==> config.mk <==
export PLATFORM = sky130hd
export DESIGN_NAME = lfu_cache_replacement_unit
export DESIGN_NICKNAME = d
export VERILOG_FILES = /design/src/rtl/core/lfu_pkg.sv /design/src/rtl/core/lfu_ctrl.sv /design/src/rtl/core/lfu_datapath.sv /design/src/rtl/core/lfu_cache_replacement_unit.sv
export SDC_FILE = /design/constraint.sdc
export NUM_CORES = 2
export LEC_CHECK = 0
export BUFFER_PORTS_ARGS = -buffer_cell sky130_fd_sc_hd__buf_2
export CELL_PAD_IN_SITES_DETAIL_PLACEMENT = 2
export CELL_PAD_IN_SITES_GLOBAL_PLACEMENT = 2
export CORE_ASPECT_RATIO = 0.8
export CORE_MARGIN = 4
export CORE_UTILIZATION = 40
export CTS_BUF_LIST = sky130_fd_sc_hd__clkbuf_2 sky130_fd_sc_hd__clkbuf_4 sky130_fd_sc_hd__clkbuf_8
export CTS_CLUSTER_SIZE = 28
export DETAILED_ROUTE_END_ITERATION = 12
export PLACE_DENSITY_LB_ADDON = 0.3
export SYNTH_ARGS = -nofsm -noshare
export SYNTH_HDL_FRONTEND = slang
export SYNTH_SLANG_ARGS = --single-unit
==> constraint.sdc <==
create_clock -name clk_i -period 11.6 [get_ports clk_i]
set_input_delay 2.32 -clock clk_i [delete_from_list [all_inputs] [get_ports clk_i]]
set_output_delay 2.32 -clock clk_i [all_outputs]
set_load 0.005 [all_outputs]
==> src/rtl/core/lfu_pkg.sv <==
// Package: sizes, types and helpers of the LFU replacement unit.
`default_nettype none
package lfu_pkg;

  localparam int ENTRIES    = 16;
  localparam int COUNT_BITS = 16;

  localparam int KEY_W   = 32;
  localparam int CAP_W   = 5;
  localparam int OCC_OUT_W = 5;
  localparam int IDX_W   = (ENTRIES > 1) ? $clog2(ENTRIES) : 1;
  localparam int AGE_W   = IDX_W;
  localparam int OCC_W   = $clog2(ENTRIES + 1);
  localparam int CMP_W   = (OCC_W > CAP_W) ? OCC_W : CAP_W;

  localparam int GROUP   = 4;
  localparam int NGROUPS = (ENTRIES + GROUP - 1) / GROUP;

  localparam int IN_DATA_W  = KEY_W;
  localparam int OUT_DATA_W = 3 + KEY_W + OCC_OUT_W;

  localparam logic [CAP_W-1:0]      CAP_RESET = CAP_W'(16);
  localparam logic [COUNT_BITS-1:0] COUNT_MAX = '1;

  // Output tdata bit positions
  localparam int OUT_HIT_BIT    = 0;
  localparam int OUT_BYPASS_BIT = 1;
  localparam int OUT_EVICT_BIT  = 2;
  localparam int OUT_EKEY_LSB   = 3;
  localparam int OUT_OCC_LSB    = OUT_EKEY_LSB + KEY_W;

  typedef struct packed {
    logic load;    // capture input key
    logic scan;    // key match, free slot, per-group victim
    logic fold;    // final victim across groups
    logic commit;  // apply update, load output register
  } lfu_cmd_t;

  typedef struct packed {
    logic                  valid;
    logic [IDX_W-1:0]      idx;
    logic [COUNT_BITS-1:0] count;
    logic [AGE_W-1:0]      age;
    logic [KEY_W-1:0]      key;
  } cand_t;

  // Keep a unless b is a strictly better victim: valid where a is not, lower count, or same count and older.
  function automatic cand_t pick_victim(input cand_t a, input cand_t b);
    logic take_b;
    take_b = b.valid && (!a.valid || (b.count < a.count) ||
                         ((b.count == a.count) && (b.age > a.age)));
    return take_b ? b : a;
  endfunction

endpackage
`default_nettype wire

==> src/rtl/core/lfu_ctrl.sv <==
// Controller: sequences one access through scan, fold and commit.
`default_nettype none
module lfu_ctrl
  import lfu_pkg::*;
(
  input  logic     clk_i,
  input  logic     rst_ni,
  input  logic     in_valid_i,
  output logic     in_ready_o,
  output logic     out_valid_o,
  input  logic     out_ready_i,
  output lfu_cmd_t cmd_o
);

  typedef enum logic [1:0] {
    ST_IDLE,
    ST_SCAN,
    ST_FOLD,
    ST_COMMIT
  } state_e;

  state_e state_q, state_d;
  logic   out_valid_q, out_valid_d;
  logic   out_free;

  assign out_free   = !out_valid_q || out_ready_i;
  assign in_ready_o = (state_q == ST_IDLE);
  assign out_valid_o = out_valid_q;

  always_comb begin
    cmd_o       = '0;
    state_d     = state_q;
    out_valid_d = out_valid_q && !out_ready_i;
    unique case (state_q)
      ST_IDLE: begin
        if (in_valid_i) begin
          cmd_o.load = 1'b1;
          state_d    = ST_SCAN;
        end
      end
      ST_SCAN: begin
        cmd_o.scan = 1'b1;
        state_d    = ST_FOLD;
      end
      ST_FOLD: begin
        cmd_o.fold = 1'b1;
        state_d    = ST_COMMIT;
      end
      ST_COMMIT: begin
        if (out_free) begin
          cmd_o.commit = 1'b1;
          out_valid_d  = 1'b1;
          state_d      = ST_IDLE;
        end
      end
      default: state_d = ST_IDLE;
    endcase
  end

  always_ff @(posedge clk_i or negedge rst_ni) begin
    if (!rst_ni) begin
      state_q     <= ST_IDLE;
      out_valid_q <= 1'b0;
    end else begin
      state_q     <= state_d;
      out_valid_q <= out_valid_d;
    end
  end

endmodule
`default_nettype wire

==> src/rtl/core/lfu_datapath.sv <==
// Datapath: directory entries, match/victim search, update and output register.
`default_nettype none
module lfu_datapath
  import lfu_pkg::*;
(
  input  logic                  clk_i,
  input  logic                  rst_ni,
  input  lfu_cmd_t              cmd_i,
  input  logic                  cfg_we_i,
  input  logic [CAP_W-1:0]      cfg_wdata_i,
  input  logic [IN_DATA_W-1:0]  in_data_i,
  output logic [OUT_DATA_W-1:0] out_data_o
);

  // Directory
  logic                  valid_q [ENTRIES];
  logic [KEY_W-1:0]      key_q   [ENTRIES];
  logic [COUNT_BITS-1:0] count_q [ENTRIES];
  logic [AGE_W-1:0]      age_q   [ENTRIES];
  logic [OCC_W-1:0]      total_q;
  logic [CAP_W-1:0]      cap_q;

  // Per-access working registers
  logic [KEY_W-1:0]      acc_key_q;
  logic                  hit_q;
  logic [IDX_W-1:0]      hit_idx_q;
  logic [COUNT_BITS-1:0] hit_count_q;
  logic [AGE_W-1:0]      hit_age_q;
  logic [IDX_W-1:0]      free_idx_q;
  cand_t                 grp_q [NGROUPS];
  cand_t                 victim_q;
  logic [OUT_DATA_W-1:0] out_data_q;

  // ---- scan: match, free slot, group victims ----
  logic                  hit_d;
  logic [IDX_W-1:0]      hit_idx_d;
  logic [COUNT_BITS-1:0] hit_count_d;
  logic [AGE_W-1:0]      hit_age_d;
  logic [IDX_W-1:0]      free_idx_d;
  cand_t                 grp_d [NGROUPS];

  always_comb begin
    hit_d       = 1'b0;
    hit_idx_d   = '0;
    hit_count_d = '0;
    hit_age_d   = '0;
    free_idx_d  = '0;
    for (int i = ENTRIES - 1; i >= 0; i--) begin
      if (valid_q[i] && (key_q[i] == acc_key_q)) begin
        hit_d       = 1'b1;
        hit_idx_d   = IDX_W'(i);
        hit_count_d = count_q[i];
        hit_age_d   = age_q[i];
      end
      if (!valid_q[i]) begin
        free_idx_d = IDX_W'(i);
      end
    end
  end

  always_comb begin
    cand_t c;
    for (int g = 0; g < NGROUPS; g++) begin
      grp_d[g] = '0;
      for (int j = 0; j < GROUP; j++) begin
        c = '0;
        if (g * GROUP + j < ENTRIES) begin
          c.valid = valid_q[g * GROUP + j];
          c.idx   = IDX_W'(g * GROUP + j);
          c.count = count_q[g * GROUP + j];
          c.age   = age_q[g * GROUP + j];
          c.key   = key_q[g * GROUP + j];
        end
        grp_d[g] = pick_victim(grp_d[g], c);
      end
    end
  end

  // ---- fold: one victim across groups ----
  cand_t victim_d;

  always_comb begin
    victim_d = '0;
    for (int g = 0; g < NGROUPS; g++) begin
      victim_d = pick_victim(victim_d, grp_q[g]);
    end
  end

  // ---- commit ----
  logic [CMP_W-1:0] cap_ext, cap_eff, total_ext;
  logic             bypass, need_evict, age_all;
  logic [IDX_W-1:0] slot;
  logic [AGE_W-1:0] old_age;
  logic [OCC_W-1:0] total_d;
  logic [KEY_W-1:0] ekey;

  always_comb begin
    cap_ext    = CMP_W'(cap_q);
    cap_eff    = (cap_ext > CMP_W'(ENTRIES)) ? CMP_W'(ENTRIES) : cap_ext;
    total_ext  = CMP_W'(total_q);
    bypass     = (cap_q == '0);
    need_evict = !bypass && !hit_q && (total_ext >= cap_eff);
    age_all    = !hit_q && !need_evict;
    slot       = hit_q ? hit_idx_q : (need_evict ? victim_q.idx : free_idx_q);
    old_age    = hit_q ? hit_age_q : victim_q.age;
    total_d    = (!bypass && age_all) ? total_q + OCC_W'(1) : total_q;
    ekey       = need_evict ? victim_q.key : '0;
  end

  // Control state
  always_ff @(posedge clk_i or negedge rst_ni) begin
    if (!rst_ni) begin
      cap_q   <= CAP_RESET;
      total_q <= '0;
      for (int i = 0; i < ENTRIES; i++) begin
        valid_q[i] <= 1'b0;
      end
    end else begin
      if (cfg_we_i) begin
        cap_q <= cfg_wdata_i;
      end
      if (cmd_i.commit && !bypass) begin
        total_q <= total_d;
        valid_q[slot] <= 1'b1;
      end
    end
  end

  // Payload state
  always_ff @(posedge clk_i) begin
    if (cmd_i.load) begin
      acc_key_q <= in_data_i[KEY_W-1:0];
    end
    if (cmd_i.scan) begin
      hit_q       <= hit_d;
      hit_idx_q   <= hit_idx_d;
      hit_count_q <= hit_count_d;
      hit_age_q   <= hit_age_d;
      free_idx_q  <= free_idx_d;
      for (int g = 0; g < NGROUPS; g++) begin
        grp_q[g] <= grp_d[g];
      end
    end
    if (cmd_i.fold) begin
      victim_q <= victim_d;
    end
    if (cmd_i.commit) begin
      out_data_q <= {OCC_OUT_W'(total_d), ekey, need_evict, bypass, hit_q && !bypass};
      if (!bypass) begin
        for (int i = 0; i < ENTRIES; i++) begin
          if (IDX_W'(i) == slot) begin
            age_q[i] <= '0;
            if (hit_q) begin
              count_q[i] <= (hit_count_q == COUNT_MAX) ? hit_count_q
                                                       : hit_count_q + COUNT_BITS'(1);
            end else begin
              count_q[i] <= COUNT_BITS'(1);
              key_q[i]   <= acc_key_q;
            end
          end else if (valid_q[i] && (age_all || (age_q[i] < old_age))) begin
            age_q[i] <= age_q[i] + AGE_W'(1);
          end
        end
      end
    end
  end

  assign out_data_o = out_data_q;

endmodule
`default_nettype wire

==> src/rtl/core/lfu_cache_replacement_unit.sv <==
// Top level: LFU key directory with oldest-first tiebreak on equal counts.
//
//  channel   dir  signals                          payload (low bit up)
//  s_axis    in   tvalid/tready/tdata[31:0]        access_key
//  m_axis    out  tvalid/tready/tdata[39:0]        hit, bypassed, evicted,
//                                                  evicted_key[31:0], occupancy[4:0]
//  cfg       in   cfg_we_i/cfg_wdata_i[4:0]        capacity
//
// An access runs these steps in order: accept, key match plus per-group victim search,
// victim fold across groups, commit into the directory and the output register.
// The commit step waits while the output register still holds an untaken result;
// a new key is taken while that result waits.
// Reset is asynchronous, active low: all entries invalid, occupancy 0,
// capacity 16. No clearing pass, the directory is usable right after reset.
`default_nettype none
module lfu_cache_replacement_unit
  import lfu_pkg::*;
(
  input  logic                  clk_i,
  input  logic                  rst_ni,
  // access keys in
  input  logic                  s_axis_tvalid_i,
  output logic                  s_axis_tready_o,
  input  logic [IN_DATA_W-1:0]  s_axis_tdata_i,   // [31:0] access_key
  // results out
  output logic                  m_axis_tvalid_o,
  input  logic                  m_axis_tready_i,
  output logic [OUT_DATA_W-1:0] m_axis_tdata_o,   // [0] hit, [1] bypassed, [2] evicted,
                                                  // [34:3] evicted_key, [39:35] occupancy
  // capacity register
  input  logic                  cfg_we_i,
  input  logic [CAP_W-1:0]      cfg_wdata_i
);

  lfu_cmd_t cmd;

  // Sequencer: one access in flight, result held in an output register
  lfu_ctrl u_ctrl (
    .clk_i       (clk_i),
    .rst_ni      (rst_ni),
    .in_valid_i  (s_axis_tvalid_i),
    .in_ready_o  (s_axis_tready_o),
    .out_valid_o (m_axis_tvalid_o),
    .out_ready_i (m_axis_tready_i),
    .cmd_o       (cmd)
  );

  // Entries, search trees and the update of counts and age ranks
  lfu_datapath u_dp (
    .clk_i       (clk_i),
    .rst_ni      (rst_ni),
    .cmd_i       (cmd),
    .cfg_we_i    (cfg_we_i),
    .cfg_wdata_i (cfg_wdata_i),
    .in_data_i   (s_axis_tdata_i),
    .out_data_o  (m_axis_tdata_o)
  );

endmodule
`default_nettype wire

# Word level (Yosys, flattened, before mapping)
# Memory sizes are Yosys's and may differ from the RTL's.
# Cells that the tools add are included.
[word_totals]
regBits = 170
ram_bits = 1060
input_bits = 42
out_inout_bits = 42
word_cells = 873
n_memories = 4
[classes]
addsub = 18
n_lt_le_gt_ge = 50
eq_ne = 52
n_mux = 500
bitwise_logic = 34
reduce_logical = 178
[memory_table]
columns = ["memory", "words", "width", "read_ports", "rd_clocked_by_memory_dff", "write_ports", "line_no", "text"]
rows = [
  ["u_dp.key_q", 16, 32, 16, 0, 1, "lfu_datapath.sv:17", "logic [KEY_W-1:0] key_q [ENTRIES];"],
  ["u_dp.count_q", 16, 16, 16, 0, 1, "lfu_datapath.sv:18", "logic [COUNT_BITS-1:0] count_q [ENTRIES];"],
  ["u_dp.grp_q", 4, 57, 4, 0, 4, "lfu_datapath.sv:30", "cand_t grp_q [NGROUPS];"],
  ["u_dp.age_q", 16, 4, 16, 0, 16, "lfu_datapath.sv:19", "logic [AGE_W-1:0] age_q [ENTRIES];"],
]
[ops]
columns = ["operator", "n"]
rows = [
  ["57-bit two-way mux", 19],
  ["16-bit two-way mux", 48],
  ["32-bit equality test", 16],
  ["32-bit two-way mux", 15],
  ["32-bit OR reduction", 15],
  ["4-bit two-way mux", 81],
  ["1-bit two-way mux", 318],
  ["16-bit equality test", 15],
  ["16-bit < comparator", 15],
  ["16-bit OR reduction", 15],
  ["1-bit logical AND", 70],
  ["4-bit by 1-bit adder with 4-bit output (second input constant)", 16],
  ["4-bit < comparator", 16],
  ["4-bit > comparator", 15],
  ["56-bit two-way mux", 1],
  ["1-bit logical OR", 47],
  ["4-bit equality test (first input constant)", 8],
  ["1-bit bitwise OR", 32],
  ["3-bit two-way mux", 8],
  ["1-bit logical NOT", 20],
  ["16-bit by 1-bit adder with 16-bit output (second input constant)", 1],
  ["16-bit equality test (second input constant)", 1],
  ["3-bit by 4-bit equality test with 1-bit output (first input constant)", 4],
  ["16-bit bitwise OR", 1],
  ["26 further kinds", 35],
]

# Longest topological paths before layout
[logic_depth]
depth_word = 28
ltp_mapped = 40
ltp_nobuf = 32

# Hierarchy
# From an unflattened synthesis, not the netlist that was laid out.
[unflattened]
cells_unflattened = 6065
hier_area_um2 = 66623.9
[modules_own_cells]
columns = ["module", "n_inst", "cells_each", "area_each_um2", "seq_area_each_um2"]
rows = [
  ["lfu_datapath", 1, 6047, 66418.7, 36406.2],
  ["lfu_ctrl", 1, 18, 205.2, 75.1],
]

# Worst setup path after synthesis
# OpenSTA, ideal clock, no wires.
[synth_timing]
path_kind = "reg-to-reg"
from = "reg u_dp.valid_q[3] (netlist bit)"
to = "mem u_dp.grp_q[3][0] (netlist bit), data pin"
t_arrival_ps = 7068
setup_slack_ps = 4257
path_stages_with_launch = 37
n_path_buf = 10
path_cell_list = "dfrtp_1 > clkbuf_1 > clkbuf_1 > clkbuf_1 > buf_1 > nand2_1 > ha_1 > nand4_1 > nor3_1 > o21ai_0 > a32oi_1 > clkbuf_1 > clkbuf_1 > a31oi_1 > ha_1 > o21a_1 > o21ai_0 > a21oi_1 > o21a_1 > o21ai_0 > a22oi_1 > clkbuf_1 > clkbuf_1 > nor2_1 > a21o_1 > ha_1 > a21o_1 > a21o_1 > a21oi_1 > or4_1 > a31oi_1 > nor2_1 > o31a_1 > clkbuf_1 > clkbuf_1 > nand2_1 > o221ai_1"
[synth_rtl]
columns = ["item", "line_no", "text"]
rows = [
  ["start, declared", "lfu_datapath.sv:16", "logic valid_q [ENTRIES];"],
  ["start signal, assigned by index", "lfu_datapath.sv:116", "valid_q[i] <= 1'b0;"],
  ["start signal, assigned by index", "lfu_datapath.sv:124", "valid_q[slot] <= 1'b1;"],
  ["end, declared", "lfu_datapath.sv:30", ""],
]

==> results.toml <==
[clocking]
ctsLongestPathBuffers = 3
cts_tree = "built"
ctsHoldBuffers = 0
clk_pin_slew_ns = 0.06
cts_resized = 0
cts_root_buf = "clkbuf_8"
cts.sinks = 1225
clk-insertion-delay-late_ns = 1.01
post-cts-setup-buffer-count = 0
cts-buffers-inserted = 204
h-tree-depth = 4

[power]
p_sw_mw = 9.530
internal-power_mw = 11.27
ir_drop_mv = 0.1706
p_leak_nw = 27.34
finalPower_mw = 20.80
switching_share = 0.4582
p_comb_frac = 0.465
pwr-share-seq = 0.342
powerDensity_nw_per_um2 = 280.4
clock_power_share = 0.194

[critical_path]
startpoint_type = "flip-flop"
timing.rr.end = "u_dp.victim_q[4]$_DFFE_PP_"
cpPeakStageDelay_ns = 1.09
r2r_start = "u_dp.grp_q[0][56]$_DFFE_PN_"
crit_type = "reg2reg"
rr_worst_depth = 31
cp.arrival_ns = 10.43
r2r_setup_slack_ns = 1.77
cpMostUsedCell = "o21a_1"
crit_path_end_kind = "flip-flop"
critPathSlowestCell = "edfxtp_1"
crit_required_ns = 12.19
crit_path_max_fanout = 49

[logic_synthesis]
syn_avg_cell_area_sq_um = 11.08
synth-seq-cells = 1225
ys_seq_area_frac = 0.5456
yosys_most_used_dff = "edfxtp_1"
ys_async_sr_fraction = 0.02367
synth_cell_types = 89
syn-num-nets = 6450
syn_area_sq_um = 66870
synth_top_area_cell = "edfxtp_1"
syn_inst = 6033
yosysWarnings = 0
synth_top_area_share = 0.5299
netlist_top_cells_area = "edfxtp_1 53%, ha_1 7.0%, xnor2_1 4.6%"
synth_edf_count = 1180

[detailed_routing]
antenna_left = 0
viasPerCell = 6.118
wl_per_cell_um = 31.56
drt_iter0_drc = 6336
dr.pass1.iters = 9
drc = 0
wl_um = 269000
vias = 52150

[layout]
drive_gt1_frac = 0.1281
areaGrowthSynthToFinish_pct = 10.94
final_nets = 6542
nFillCells = 16890
finalNonFillerCells = 8523

[grt]
grt_start_max_net_pins = 144
first_global_vias = 53940
grt.total_usage = 0.3018
grt-ovfl-total = 0
antenna_found_initial = 22
grt_pass1_wl_um = 387800

[placed_design]
dp_cells = 8145
gp_congestion = 0.9142
dp_hpwl_um = 192000
post-place-ws_ns = 1.879
place.port_buffers = 83

[timing]
fin_crit_sh = 0.8478
finalSetupTns_ns = 0
tightest_slew_ns = 1.307
final.setup.worst_slack_ns = 1.765
hold_violations = 0
drv_slew = 0
relSlewSlack = 0.1282
hold_slack_ns = 0.4914
setup_viol = 0
fmax_mhz = 101.7
rsz0062_at_grt = "false"
skew_ns = 0.06951
fin_crit_ns = 9.835

[floorplan]
die_w_um = 465.1
rows = 133
die_y_um = 373.7
die_area_sq_um = 173800
io_pins = 84
core-area_sq_um = 165200
start_util = 0.4047

[run]
drv_cap = 0

[outcome]
status = "finished, final reports clean"

[worst_hold_path]
min_to = "u_dp.count_q[1][7]$_SDFFE_PP0P_"
hold_path_class = "reg2reg"
hold_start = "u_dp.count_q[1][7]$_SDFFE_PP0P_"
hold_depth = 2
## Yosys cell counts, drive strengths merged (114+ instances only)
cell type,n
nor2,598
nand2,544
inv,209
a21oi,297
clkbuf,257
xor2,210
o21ai,393
ha,375
buf,114
xnor2,350
edfxtp,1180
nand4,148
## power by group through the flow
stage,registers [mW],logic [mW],clock network (mW)
2_1_floorplan,6.82,5.65,0
3_3_place_gp,7.10,8.85,0
3_5_place_dp,7.15,9.36,0
4_1_cts,7.08,9.50,4.09
5_1_grt,7.16,10.4,4.28
6_report,7.11,9.66,4.03
## kinds of logic after synthesis
| group | Yosys count | share of synthesized area |
|---|---|---|
| adder cells (fa/ha/maj) | 375 | 0.07017 |
| AO/OA/AOI/OAI | 1246 | 0.1156 |
| multiplexers | 128 | 0.02058 |
| buffers and inverters | 581 | 0.03830 |
| XOR/XNOR | 560 | 0.07335 |
| AND/OR/NAND/NOR | 1918 | 0.1364 |
| flip-flops | 1225 | 0.5456 |
## per-stage QoR
stage / utilization / area (sq um)
floorplan: - / 66870
global placement: 0.4242 / 70090
detailed placement: 0.4242 / 70090
CTS: 0.4488 / 74170
global route: 0.4489 / 74180
finish: 0.4489 / 74180
## layout by cell type, fill, tap and decap left out, types with 99 or more instances in the layout
| cell type | n |
|---|---|
| nand4_1 | 147 |
| buf_4 | 172 |
| nand2_1 | 536 |
| xor2_1 | 204 |
| a21oi_1 | 294 |
| ha_1 | 373 |
| edfxtp_1 | 1180 |
| nor2_1 | 587 |
| clkbuf_8 | 218 |
| inv_1 | 208 |
| o21ai_0 | 357 |
| a21o_1 | 100 |
| xnor2_1 | 347 |
| nor3_1 | 99 |
## flip-flops by register name (all words and copies together) (netlist names), 16 cells and up
name	flops
u_dp.valid_q	16
u_dp.victim_q	40
u_dp.key_q	512
u_dp.acc_key_q	32
u_dp.out_data_o	40
u_dp.age_q	64
u_dp.count_q	256
u_dp.grp_q	223
u_dp.hit_count_q	16
## worst max path at each step
stage	startpoint	end	depth (start not counted)
after global routing	u_dp.grp_q[0][56]$_DFFE_PN_	u_dp.victim_q[4]$_DFFE_PP_	30
after CTS	u_dp.grp_q[0][56]$_DFFE_PN_	u_dp.victim_q[4]$_DFFE_PP_	30
after floorplan	u_dp.valid_q[3]$_DFFE_PN0P_	u_dp.grp_q[3][0]$_DFFE_PN_	36
after global placement	u_dp.grp_q[0][56]$_DFFE_PN_	u_dp.victim_q[4]$_DFFE_PP_	31
final	u_dp.grp_q[0][56]$_DFFE_PN_	u_dp.victim_q[4]$_DFFE_PP_	31
after detailed placement	u_dp.grp_q[0][56]$_DFFE_PN_	u_dp.victim_q[4]$_DFFE_PP_	31
## worst max-delay path: cells and delay by family (launching register included)
family	cells	cell delay, ns
buffers and inverters	2	0.92
AND/OR/NAND/NOR	7	0.90
adder cells (fa/ha/maj)	3	0.95
flip-flops	1	1.09
AO/OA/AOI/OAI	19	5.50
## cell type report
cell class                 instances  area [sq um]  area share
clock buffer                     293          3563     0.04804
antenna                            4         10.01   0.0001349
sequential                      1225         36490      0.4918
tap                             2227          2786     0.03756
multi-input combinational       4227         28300      0.3815
clock inverter                    80         514.2    0.006932
timing repair buffer             257          1732     0.02334
inverter                         210         788.3     0.01063
## per-layer routing
layer	vias to the layer above	global-route usage	wire, um
li1	22140	-	-
met1	27310	0.4539	121900
met2	2368	0.4549	117500
met3	326	0.05121	23710
met4	8	0.06701	5802
met5	-	0	54
No activity file was read; power rests on OpenSTA's default activity.
